`config.mk`:
```
export PLATFORM = sky130hd
export DESIGN_NAME = hybrid_source_dispatch_sequencer_top
export DESIGN_NICKNAME = d
export VERILOG_FILES = /design/src/hw/rtl/hsd_pkg.sv /design/src/hw/rtl/hsd_cfg.sv /design/src/hw/rtl/hsd_core.sv /design/src/hw/rtl/hybrid_source_dispatch_sequencer_top.sv
export SDC_FILE = /design/constraint.sdc
export NUM_CORES = 2
export LEC_CHECK = 0
export ABC_AREA = 0
export BUFFER_PORTS_ARGS = -buffer_cell sky130_fd_sc_hd__clkbuf_2
export CORE_UTILIZATION = 67
export CTS_BUF_LIST = sky130_fd_sc_hd__clkbuf_8
export DETAILED_ROUTE_END_ITERATION = 16
export PLACE_DENSITY_LB_ADDON = 0.15
export SLEW_MARGIN = 0
export SYNTH_ARGS = -nofsm -noshare
export SYNTH_HDL_FRONTEND = slang
export SYNTH_SLANG_ARGS = --single-unit
```
`constraint.sdc`:
```
create_clock -name clk_i -period 9.4 [get_ports clk_i]
set_clock_uncertainty 0.1 [all_clocks]
set_input_delay 0.94 -clock clk_i [delete_from_list [all_inputs] [get_ports clk_i]]
set_output_delay 0.94 -clock clk_i [all_outputs]
set_load 0.1 [all_outputs]
```
`src/hw/rtl/hsd_pkg.sv`:
```
// Package for the hybrid source dispatch sequencer: types, codes, constants.
// No dependencies.
package hsd_pkg;

  typedef enum logic [3:0] {
    M_INIT    = 4'd0,
    M_WARM    = 4'd1,
    M_LOAD_DW = 4'd2,
    M_DIESEL  = 4'd3,
    M_LOAD_D  = 4'd4,
    M_BATT    = 4'd5,
    M_LOAD_B  = 4'd6,
    M_OPER    = 4'd7,
    M_DISABLE = 4'd8,
    M_END     = 4'd9,
    M_FAILED  = 4'd10,
    M_IDLE    = 4'd11,
    M_NONE    = 4'd15
  } mode_e;

  typedef enum logic [2:0] {
    R_SOURCE_MODE   = 3'd0,
    R_WARMING_MIN   = 3'd1,
    R_IDLE_MIN      = 3'd2,
    R_DIESEL_LIMIT  = 3'd3,
    R_CURRENT_LIMIT = 3'd4,
    R_BATT_MIN_V    = 3'd5,
    R_SHUTDOWN_HOUR = 3'd6,
    R_SHUTDOWN_MIN  = 3'd7
  } reg_idx_e;

  localparam int unsigned SettleTicks  = 1000;
  localparam int unsigned RampTicks    = 2000;
  localparam int unsigned StartTimeout = 10000;
  localparam int unsigned TicksPerMin  = 60000;

  localparam logic [26:0] PStep  = 27'd65536;
  localparam logic [26:0] PStart = 27'd327680;
  localparam logic signed [15:0] IStart = -16'sd160;
  localparam logic signed [16:0] IStep  = 17'sd80;

  localparam logic [14:0] Q87 = 15'd28508;
  localparam logic [14:0] Q86 = 15'd28180;
  localparam logic [14:0] Q84 = 15'd27525;
  localparam logic [14:0] Q82 = 15'd26870;
  localparam logic [14:0] Q97 = 15'd31785;
  localparam logic [14:0] Q95 = 15'd31130;
  localparam logic [14:0] Q93 = 15'd30474;
  localparam logic [14:0] Q90 = 15'd29491;

  typedef struct packed {
    logic              diesel_running;
    logic              converter_operating;
    logic              inverter_running;
    logic              protection_trip;
    logic signed [15:0] battery_voltage;
    logic [4:0]        clock_hour;
    logic [5:0]        clock_minute;
    logic [5:0]        clock_second;
  } in_req_t;

  typedef struct packed {
    logic [3:0]        mode_code;
    logic              inverter_on_request;
    logic              converter_enable;
    logic              diesel_start_request;
    logic              diesel_stop_request;
    logic [25:0]       diesel_power_ref;
    logic signed [15:0] battery_current_ref;
    logic              charge_profile_request;
  } out_req_t;

  typedef struct packed {
    logic [1:0]         source_mode;
    logic [7:0]         warming_minutes;
    logic [7:0]         idle_minutes;
    logic [25:0]        diesel_power_limit;
    logic signed [15:0] discharge_current_limit;
    logic [14:0]        battery_min_voltage;
    logic [4:0]         shutdown_hour;
    logic [5:0]         shutdown_minute;
  } cfg_t;

  // Precomputed thresholds derived from configuration.
  typedef struct packed {
    logic [24:0]        warm_limit;
    logic [24:0]        idle_limit;
    logic signed [16:0] e87;
    logic signed [16:0] e86;
    logic signed [16:0] e84;
    logic signed [16:0] e82;
    logic signed [16:0] c97;
    logic signed [16:0] c95;
    logic signed [16:0] c93;
    logic signed [16:0] c90;
  } thr_t;

endpackage

```
`src/hw/rtl/hsd_cfg.sv`:
```
// Configuration registers and registered thresholds derived from them.
// Depends on hsd_pkg.
module hsd_cfg (
  input  logic              clk_i,
  input  logic              rst_ni,
  input  logic              cfg_valid_i,
  output logic              cfg_ready_o,
  input  logic [2:0]        cfg_index_i,
  input  logic [31:0]       cfg_data_i,
  output hsd_pkg::cfg_t     cfg_o,
  output hsd_pkg::thr_t     thr_o
);
  import hsd_pkg::*;

  cfg_t cfg_q, cfg_d;
  thr_t thr_q, thr_d;

  assign cfg_ready_o = 1'b1;

  // Decode register writes
  always_comb begin
    cfg_d = cfg_q;
    if (cfg_valid_i) begin
      unique case (reg_idx_e'(cfg_index_i))
        R_SOURCE_MODE:   cfg_d.source_mode = cfg_data_i[1:0];
        R_WARMING_MIN:   cfg_d.warming_minutes = cfg_data_i[7:0];
        R_IDLE_MIN:      cfg_d.idle_minutes = cfg_data_i[7:0];
        R_DIESEL_LIMIT:  cfg_d.diesel_power_limit = cfg_data_i[25:0];
        R_CURRENT_LIMIT: cfg_d.discharge_current_limit = cfg_data_i[15:0];
        R_BATT_MIN_V:    cfg_d.battery_min_voltage = cfg_data_i[14:0];
        R_SHUTDOWN_HOUR: cfg_d.shutdown_hour = cfg_data_i[4:0];
        R_SHUTDOWN_MIN:  cfg_d.shutdown_minute = cfg_data_i[5:0];
        default:         cfg_d = cfg_q;
      endcase
    end
  end

  function automatic logic signed [16:0] edge_f(logic [14:0] v, logic [14:0] q);
    logic [29:0] p;
    p = v * q;
    return {2'b00, p[29:15]};
  endfunction

  // Floor of limit*q/32768 via arithmetic shift
  function automatic logic signed [16:0] cap_f(logic signed [15:0] l, logic [14:0] q);
    logic signed [31:0] p;
    p = l * $signed({1'b0, q});
    return p[31:15];
  endfunction

  // Derive thresholds from the next register values
  always_comb begin
    thr_d.warm_limit = 25'(cfg_d.warming_minutes * 17'(TicksPerMin));
    thr_d.idle_limit = 25'(cfg_d.idle_minutes * 17'(TicksPerMin));
    thr_d.e87 = edge_f(cfg_d.battery_min_voltage, Q87);
    thr_d.e86 = edge_f(cfg_d.battery_min_voltage, Q86);
    thr_d.e84 = edge_f(cfg_d.battery_min_voltage, Q84);
    thr_d.e82 = edge_f(cfg_d.battery_min_voltage, Q82);
    thr_d.c97 = cap_f(cfg_d.discharge_current_limit, Q97);
    thr_d.c95 = cap_f(cfg_d.discharge_current_limit, Q95);
    thr_d.c93 = cap_f(cfg_d.discharge_current_limit, Q93);
    thr_d.c90 = cap_f(cfg_d.discharge_current_limit, Q90);
  end

  always_ff @(posedge clk_i or negedge rst_ni) begin
    if (!rst_ni) begin
      cfg_q <= '0;
      thr_q <= '0;
    end else begin
      cfg_q <= cfg_d;
      thr_q <= thr_d;
    end
  end

  assign cfg_o = cfg_q;
  assign thr_o = thr_q;
endmodule

```
`src/hw/rtl/hsd_core.sv`:
```
// Sequencer state and per-tick next-state logic.
// Depends on hsd_pkg.
module hsd_core (
  input  logic           clk_i,
  input  logic           rst_ni,
  input  logic           step_i,
  input  hsd_pkg::in_req_t in_i,
  input  hsd_pkg::cfg_t  cfg_i,
  input  hsd_pkg::thr_t  thr_i,
  output hsd_pkg::out_req_t res_o
);
  import hsd_pkg::*;

  mode_e mode_q, mode_d, prev_q, prev_d;
  logic [31:0] main_q, main_d, dcnt_q, dcnt_d;
  logic [15:0] bcnt_q, bcnt_d;
  logic [7:0] dtry_q, dtry_d, btry_q, btry_d;
  logic [26:0] dsp_q, dsp_d;
  logic signed [15:0] isp_q, isp_d;
  logic cen_q, cen_d;

  function automatic logic [31:0] inc32(logic [31:0] v);
    return (&v) ? v : v + 32'd1;
  endfunction
  function automatic logic [15:0] inc16(logic [15:0] v);
    return (&v) ? v : v + 16'd1;
  endfunction
  function automatic logic [7:0] inc8(logic [7:0] v);
    return (&v) ? v : v + 8'd1;
  endfunction
  function automatic logic signed [15:0] sat16(logic signed [16:0] v);
    if (v > 17'sd32767) return 16'sh7fff;
    if (v < -17'sd32768) return 16'sh8000;
    return v[15:0];
  endfunction

  always_comb begin
    logic d_on, c_op, inv, no_b, no_d, entered, done;
    logic signed [16:0] volt, cap;
    logic band;
    mode_e cur;
    d_on = in_i.diesel_running;
    c_op = in_i.converter_operating;
    inv  = in_i.inverter_running;
    no_b = cfg_i.source_mode[0];
    no_d = cfg_i.source_mode[1];
    volt = 17'(in_i.battery_voltage);
    done = 1'b0;
    band = 1'b0;
    cap  = '0;
    mode_d = mode_q; main_d = main_q; dcnt_d = dcnt_q; bcnt_d = bcnt_q;
    dtry_d = dtry_q; btry_d = btry_q; dsp_d = dsp_q; isp_d = isp_q; cen_d = cen_q;
    res_o = '0;
    // Force failed state on a protection trip
    cur = in_i.protection_trip ? M_FAILED : mode_q;
    entered = (cur != prev_q);
    prev_d = cur;
    mode_d = cur;

    unique case (cur)
      M_INIT: begin
        if (entered) begin
          btry_d = '0;
          dtry_d = '0;
        end
        mode_d = M_WARM;
        if (no_d) mode_d = M_BATT;
        if (no_b && no_d) mode_d = M_DISABLE;
      end
      M_WARM, M_DIESEL: begin
        if (entered) begin
          main_d = '0;
          dcnt_d = '0;
        end
        main_d = inc32(main_d);
        if (d_on) begin
          if (!inv) res_o.inverter_on_request = 1'b1;
          else begin
            dcnt_d = inc32(dcnt_d);
            if (cur == M_WARM) begin
              if (dcnt_d > {7'd0, thr_i.warm_limit}) mode_d = M_DIESEL;
            end else if (dcnt_d > RampTicks) begin
              dcnt_d = '0;
              dsp_d = dsp_d + PStep;
            end
          end
        end
        if (cur == M_DIESEL && dsp_d > {1'b0, cfg_i.diesel_power_limit}) begin
          dsp_d = {1'b0, cfg_i.diesel_power_limit};
          mode_d = M_BATT;
        end
        if (!d_on && dtry_d >= 8'd5) mode_d = M_BATT;
        if (main_d > SettleTicks) begin
          main_d = 32'(SettleTicks);
          if (!d_on && dtry_d < 8'd5 && !no_d) begin
            mode_d = (cur == M_WARM) ? M_LOAD_DW : M_LOAD_D;
            done = (cur == M_WARM);
          end
        end
        if (!done) begin
          if (no_b) cen_d = 1'b0;
          if (no_d) begin
            res_o.diesel_stop_request = 1'b1;
            mode_d = M_BATT;
          end
        end
      end
      M_BATT: begin
        if (entered) begin
          main_d = '0;
          bcnt_d = '0;
        end
        main_d = inc32(main_d);
        if (c_op) begin
          if (!inv) res_o.inverter_on_request = 1'b1;
          else begin
            bcnt_d = inc16(bcnt_d);
            if (bcnt_d > RampTicks) begin
              bcnt_d = '0;
              isp_d = sat16(17'(isp_d) - IStep);
            end
          end
        end
        if (isp_d < cfg_i.discharge_current_limit) begin
          isp_d = cfg_i.discharge_current_limit;
          mode_d = M_OPER;
        end
        if (!c_op && btry_d >= 8'd3) mode_d = M_OPER;
        if (main_d > SettleTicks) begin
          main_d = 32'(SettleTicks);
          if (!c_op && btry_d < 8'd3 && !no_b) mode_d = M_LOAD_B;
        end
        if (no_d) res_o.diesel_stop_request = 1'b1;
        if (no_b) begin
          cen_d = 1'b0;
          mode_d = M_OPER;
        end
      end
      M_OPER: begin
        if (entered) begin
          main_d = '0;
          bcnt_d = '0;
        end
        main_d = inc32(main_d);
        if (inv) begin
          if (in_i.clock_hour == cfg_i.shutdown_hour
              && in_i.clock_minute == cfg_i.shutdown_minute
              && in_i.clock_second < 6'd3) mode_d = M_DISABLE;
        end else mode_d = M_FAILED;
        // Pick the voltage band and its current cap
        if (volt < thr_i.e87 && volt >= thr_i.e86) begin
          band = 1'b1; cap = thr_i.c97;
        end else if (volt < thr_i.e86 && volt >= thr_i.e84) begin
          band = 1'b1; cap = thr_i.c95;
        end else if (volt < thr_i.e84 && volt >= thr_i.e82) begin
          band = 1'b1; cap = thr_i.c93;
        end else if (volt < thr_i.e82) begin
          band = 1'b1; cap = thr_i.c90;
        end
        if (band) begin
          bcnt_d = inc16(bcnt_d);
          if (bcnt_d > RampTicks) begin
            bcnt_d = '0;
            isp_d = sat16(17'(isp_d) + IStep);
            if (17'(isp_d) > cap) isp_d = cap[15:0];
          end
        end
        if (main_d > SettleTicks) begin
          main_d = 32'(SettleTicks);
          if (!c_op && btry_d < 8'd3 && !no_b) begin
            mode_d = M_LOAD_B; done = 1'b1;
          end else if (!d_on && dtry_d < 8'd3 && !no_d) begin
            mode_d = M_LOAD_D; done = 1'b1;
          end
        end
        if (!done) begin
          if (no_d) res_o.diesel_stop_request = 1'b1;
          if (no_b) cen_d = 1'b0;
          if (no_b && no_d) mode_d = M_DISABLE;
        end
      end
      M_DISABLE: begin
        if (entered) begin
          main_d = '0; bcnt_d = '0; dcnt_d = '0;
        end
        main_d = inc32(main_d);
        bcnt_d = inc16(bcnt_d);
        if (bcnt_d > RampTicks) begin
          bcnt_d = '0;
          isp_d = sat16(17'(isp_d) + IStep);
          if (isp_d > 16'sd0) isp_d = '0;
          dsp_d = (dsp_d < PStep) ? '0 : dsp_d - PStep;
        end
        if ((isp_d == 16'sd0 || !c_op) && (dsp_d == '0 || !d_on)) mode_d = M_END;
      end
      M_END, M_FAILED: begin
        if (entered) begin
          main_d = '0; dcnt_d = '0; bcnt_d = '0;
          cen_d = 1'b0;
          res_o.diesel_stop_request = 1'b1;
        end
        mode_d = M_IDLE;
      end
      M_IDLE: begin
        if (entered) begin
          main_d = '0; dcnt_d = '0; bcnt_d = '0;
        end
        main_d = inc32(main_d);
        if (main_d > {7'd0, thr_i.idle_limit}) res_o.charge_profile_request = 1'b1;
      end
      M_LOAD_B: begin
        if (entered) begin
          main_d = '0;
          isp_d = IStart;
          cen_d = 1'b1;
        end
        main_d = inc32(main_d);
        if (main_d > StartTimeout) begin
          btry_d = c_op ? '0 : inc8(btry_d);
          mode_d = M_BATT;
        end
      end
      M_LOAD_D, M_LOAD_DW: begin
        if (entered) begin
          main_d = '0;
          res_o.diesel_start_request = 1'b1;
          dsp_d = PStart;
        end
        main_d = inc32(main_d);
        if (main_d > StartTimeout) begin
          dtry_d = d_on ? '0 : inc8(dtry_d);
          mode_d = (cur == M_LOAD_D) ? M_DIESEL : M_WARM;
        end
      end
      default: ;
    endcase

    res_o.mode_code = mode_d;
    res_o.converter_enable = cen_d;
    res_o.diesel_power_ref = dsp_d[25:0];
    res_o.battery_current_ref = isp_d;
  end

  // Commit state on each accepted tick
  always_ff @(posedge clk_i or negedge rst_ni) begin
    if (!rst_ni) begin
      mode_q <= M_INIT; prev_q <= M_NONE;
      main_q <= '0; dcnt_q <= '0; bcnt_q <= '0;
      dtry_q <= '0; btry_q <= '0; dsp_q <= '0;
      isp_q <= IStart; cen_q <= 1'b0;
    end else if (step_i) begin
      mode_q <= mode_d; prev_q <= prev_d;
      main_q <= main_d; dcnt_q <= dcnt_d; bcnt_q <= bcnt_d;
      dtry_q <= dtry_d; btry_q <= btry_d; dsp_q <= dsp_d;
      isp_q <= isp_d; cen_q <= cen_d;
    end
  end
endmodule

```
`src/hw/rtl/hybrid_source_dispatch_sequencer_top.sv`:
```
// Top level of the hybrid source dispatch sequencer.
// Depends on hsd_pkg, hsd_cfg, hsd_core.
//
// Usage: one input request per 1 ms tick on in_valid_i/in_stall_o carrying
// device flags, battery voltage and clock time. Each tick yields one result
// request on out_valid_o/out_stall_i with the state code and commands.
// Configuration: cfg_valid_i/cfg_ready_o with register index and data; ready
// is always high. Write registers only while the block is idle.
// The input is registered; the sequencer logic runs on the input
// register and writes the result register once that register is free, so
// a stalled result delays the step.
// Throughput: one tick per cycle while the result is not stalled, set by
// the single pass of sequencer logic between the input and result registers.
// Stall: a stalled result holds; the input stage stalls only while both
// the input register and the result register are full and held.
// Reset: state returns to init, converter disabled, current setpoint -10 A,
// all configuration registers cleared.
module hybrid_source_dispatch_sequencer_top (
  input  logic              clk_i,
  input  logic              rst_ni,
  input  logic              in_valid_i,
  output logic              in_stall_o,
  input  hsd_pkg::in_req_t  in_data_i,
  output logic              out_valid_o,
  input  logic              out_stall_i,
  output hsd_pkg::out_req_t out_data_o,
  input  logic              cfg_valid_i,
  output logic              cfg_ready_o,
  input  logic [2:0]        cfg_index_i,
  input  logic [31:0]       cfg_data_i
);
  import hsd_pkg::*;

  cfg_t cfg;
  thr_t thr;
  in_req_t in_q;
  out_req_t res, out_q;
  logic in_vld_q, out_vld_q, step, out_free;

  hsd_cfg u_cfg (
    .clk_i, .rst_ni, .cfg_valid_i, .cfg_ready_o, .cfg_index_i, .cfg_data_i,
    .cfg_o(cfg), .thr_o(thr)
  );

  assign out_free   = !out_vld_q || !out_stall_i;
  assign step       = in_vld_q && out_free;
  assign in_stall_o = in_vld_q && !out_free;

  hsd_core u_core (
    .clk_i, .rst_ni, .step_i(step), .in_i(in_q), .cfg_i(cfg), .thr_i(thr), .res_o(res)
  );

  // Input register
  always_ff @(posedge clk_i or negedge rst_ni) begin
    if (!rst_ni) in_vld_q <= 1'b0;
    else if (!in_stall_o) in_vld_q <= in_valid_i;
  end
  always_ff @(posedge clk_i) begin
    if (!in_stall_o && in_valid_i) in_q <= in_data_i;
  end

  // Result register
  always_ff @(posedge clk_i or negedge rst_ni) begin
    if (!rst_ni) out_vld_q <= 1'b0;
    else if (out_free) out_vld_q <= step;
  end
  always_ff @(posedge clk_i) begin
    if (step) out_q <= res;
  end

  assign out_valid_o = out_vld_q;
  assign out_data_o  = out_q;
endmodule

```
==> key figures <==
Setup path
  – Maximum fanout encountered on the critical timing path: 16
  – Top cell family by delay on the critical path: simple AND/OR/NAND/NOR gates
  – Maximum single-stage delay on the critical path: 0.93 ns
  – Startpoint type of the worst setup path: flop
  – Arrival time at the worst endpoint: 9.36 ns
  – Element type at the critical path end: flop
  – Slowest stage cell on the critical path: sky130_fd_sc_hd__nor2_1
  – Critical path data required time: 9.94 ns
  – Class of the most critical setup path: flop to flop
  – Worst path buffer plus inverter count: 2

Placed design
  – Port-buffer cells: 123
  – DP HPWL: 139 mm
  – Routability cong.: 0.993

Status
  – Run status: finished, violations left
  – Violated checks: hold timing

Drt
  – Starting DRC count in detailed routing: 3980
  – Remaining routing DRC violations: 0
  – Routed length per instance: 23.2 µm
  – Detailed-route wire length: 173 mm
  – DRT antenna net count: 0
  – Vias: 46424
  – Pre-Repair DR Iteration Count: 7
  – Vias per cell: 6.23

Logic synthesis
  – Post-synth top area cell: sky130_fd_sc_hd__fa_1
  – Most used DFF post-synth: sky130_fd_sc_hd__dfrtp_1
  – Share of flip-flops with an asynchronous set or reset after synthesis: 82.0%
  – Total standard cell area after synthesis: 59500 µm²
  – Post-Syn Area per Cell: 9.81 µm²
  – Ranking of synthesized cells by area: sky130_fd_sc_hd__fa_1 22%, sky130_fd_sc_hd__ha_1 19%, sky130_fd_sc_hd__dfrtp_1 16%
  – Total of warnings raised by yosys: 0
  – Synth cell types: 121
  – Area share of the largest cell type after synthesis: 22.1%
  – Count of flip-flops with a built-in enable after synthesis: 88
  – Syn nets: 7696
  – Synthesis-stage register bit count: 488
  – Sequential area share after synthesis: 21.3%
  – Gate Count Post-Synth: 6069

Layout
  – Leading cell type in the layout, fill and taps excluded: sky130_fd_sc_hd__inv_1
  – Number of fill cells in the layout: 6366
  – Sequential standard cell area: 12700 µm²
  – Fraction of final layout cells sized beyond drive strength 1: 9.34%
  – Area growth from synthesis to layout: 7.29%
  – Nets: 7844
  – Multi-input gate area: 42400 µm²
  – Leading cell types in the layout, fill and taps excluded: 1020 x sky130_fd_sc_hd__inv_1, 894 x sky130_fd_sc_hd__ha_1, 656 x sky130_fd_sc_hd__fa_1

STA
  – Portion of the clock cycle consumed by the worst path in the final layout: 93.9%
  – RSZ-0062 raised after global routing: false
  – Final Hold Fails: 2
  – Maximum achievable frequency: 113 MHz
  – Setup total negative slack: 0 ns
  – Actual transition at the worst max-transition pin: 1.46 ns
  – Worst relative slew slack: 2.74%
  – Number of pins with negative max-slew slack in the final report: 0
  – Final setup violation count: 0
  – Final hold slack: -0.00811 ns
  – Minimum clock period after layout: 8.82 ns

CTS
  – TritonCTS buffer count: 91
  – Setup fix buffers added after clock tree synthesis: 0
  – H-Tree Level Count: 3
  – Hold-fix buffer count after cts: 0
  – Root buf cell: sky130_fd_sc_hd__clkbuf_8
  – Clock sink total: 488
  – Clock-pin slew on the worst setup and hold paths: 0.06 ns
  – Resized cells post-CTS: 0
  – Largest buffer count on any clock path: 3
  – CTS tree: yes
  – Insertion delay to the later sink of the worst-skew pair: 0.78 ns

Floorplan
  – Die ar.: 90100 µm²
  – Floorplan die height: 300 µm
  – DIE WIDTH: 300 µm
  – Cell row count: 108
  – Ports: 131
  – Floorplan core area: 87400 µm²
  – Initial cell density of the core: 68.1%

Global routing
  – Number of antenna violations at the first check in global routing: 3
  – Global Route Usage Sum: 39.4%
  – Total grt overflow: 0
  – Wire length of the first global-routing pass: 271 mm
  – Pin count of the biggest net entering global routing: 71
  – Vias in the first global route: 47742

Flow run
  – Max_cap viols: 0

Min path
  – Min-Delay Path Class: input port to asynchronous set/reset pin
==> metal layers <==
metal  share of wire (%)  global-route usage, %
met2                  46                   62.0
met1                  40                   51.4
met4                 6.2                   22.0
met3                 8.1                   7.54
met5                   0                      0
==> cells by family after synthesis <==
group                      count (synthesis)  synth area share [%]
adders and majority gates               1553                  40.9
other                                      1               0.00630
xor gates and xnor gates                 230                  3.40
DFF                                      488                  21.3
muxes                                    123                  2.28
AOI/OAI and AO/OA                       1095                  12.9
buffers and inverters                   1185                  7.67
and+or+nand+nor                         1394                  11.6
==> stage by stage <==
| step | cells | instance area, µm² | utilization, % | setup slack, ns | hold WS, ns |
|---|---|---|---|---|---|
| floorplan | 6069 | 59600 | - | 0.483 | 0.357 |
| global placement | 7279 | 61700 | 70.6 | 0.505 | 0.365 |
| detailed placement | 7279 | 61700 | 70.6 | 0.388 | 0.393 |
| CTS | 7449 | 63900 | 73.1 | 0.755 | 0.00284 |
| global route | 7450 | 63900 | 73.1 | 0.0522 | 0.0221 |
| finish | 7450 | 63900 | 73.1 | 0.576 | -0.00811 |
==> layout make-up <==
| cell class | instances | share of cell area, % |
|---|---|---|
| repair buffers | 233 | 2.29 |
| clock buffers | 105 | 2.26 |
| clock inverters | 65 | 1.09 |
| inverters | 1007 | 5.92 |
| well taps | 1155 | 2.26 |
| flip-flops and latches | 488 | 19.8 |
| multi-input cells | 4396 | 66.3 |
| diodes | 1 | 0.00392 |
==> Yosys cell counts, drive strengths merged (47+ instances only) <==
| library cell | instances |
|---|---|
| and3 | 47 |
| nand4 | 72 |
| a22o | 66 |
| nor3 | 147 |
| o21a | 65 |
| mux2 | 91 |
| dfrtp | 386 |
| clkbuf | 123 |
| inv | 1007 |
| ha | 894 |
| o21ai | 258 |
| fa | 656 |
| nand3 | 115 |
| nor2 | 403 |
| a21oi | 200 |
| xnor2 | 163 |
| nand2 | 314 |
| a21o | 61 |
| xor2 | 67 |
| buf | 55 |
| edfxtp | 88 |
| a211oi | 53 |
==> final timing paths <==
| path | end | depth (start not counted) | from | slack, ns |
|---|---|---|---|---|
| max in group asynchronous | u_cfg.thr_o[105]$_DFF_PN0_ | 3 | rst_ni | 7.17 |
| hold reg to reg | out_valid_o$_DFFE_PN0N_ | 1 | in_vld_q$_DFFE_PN0N_ | 0.39 |
| hold / removal | u_cfg.cfg_o[66]$_DFFE_PN0P_ | 1 | rst_ni | -0.008 |
| setup / recovery | out_data_o[30]$_DFFE_PP_ | 27 | in_q[33]$_DFFE_PP_ | 0.58 |
| setup reg to reg | out_data_o[30]$_DFFE_PP_ | 27 | in_q[33]$_DFFE_PP_ | 0.58 |
| min in group clk_i | in_q[2]$_DFFE_PP_ | 1 | in_data_i[2] | 0.23 |
==> sequential cells by signal (all words and copies together), names as in the netlist, 4 cells and up <==
name and flops:
u_core.dsp_q 27, u_core.prev_q 4, u_core.dtry_q 8, u_core.main_q 32, in_q 37, u_cfg.cfg_o 86
u_core.mode_q 4, u_cfg.thr_o 164, u_core.btry_q 8, out_data_o 51, u_core.isp_q 16, u_core.dcnt_q 32
u_core.bcnt_q 16
==> worst register-to-register path, cell delays in order, from the launching register on <==
cell and delay [ns]:
sky130_fd_sc_hd__edfxtp_1 0.67, sky130_fd_sc_hd__or2_1 0.39, sky130_fd_sc_hd__o32ai_2 0.53, sky130_fd_sc_hd__nand2_4 0.19, sky130_fd_sc_hd__nor2_1 0.16, sky130_fd_sc_hd__ha_1 0.27, sky130_fd_sc_hd__nand3_1 0.38, sky130_fd_sc_hd__nor3_2 0.41
sky130_fd_sc_hd__and4_1 0.60, sky130_fd_sc_hd__o31a_1 0.22, sky130_fd_sc_hd__o221ai_1 0.13, sky130_fd_sc_hd__or4_4 0.49, sky130_fd_sc_hd__o221a_2 0.34, sky130_fd_sc_hd__a211oi_2 0.44, sky130_fd_sc_hd__nand4_1 0.19, sky130_fd_sc_hd__xnor2_1 0.18
sky130_fd_sc_hd__inv_1 0.07, sky130_fd_sc_hd__ha_1 0.13, sky130_fd_sc_hd__a21o_1 0.11, sky130_fd_sc_hd__a21o_1 0.11, sky130_fd_sc_hd__a21oi_1 0.05, sky130_fd_sc_hd__o21ai_0 0.49, sky130_fd_sc_hd__nor3_1 0.13, sky130_fd_sc_hd__a211oi_1 0.25
sky130_fd_sc_hd__buf_4 0.19, sky130_fd_sc_hd__o21ai_2 0.17, sky130_fd_sc_hd__nor2_1 0.93, sky130_fd_sc_hd__a22o_1 0.33
Power is not shown: default switching activity piles up to over one toggle a cycle in this logic, so the estimate is an artifact.
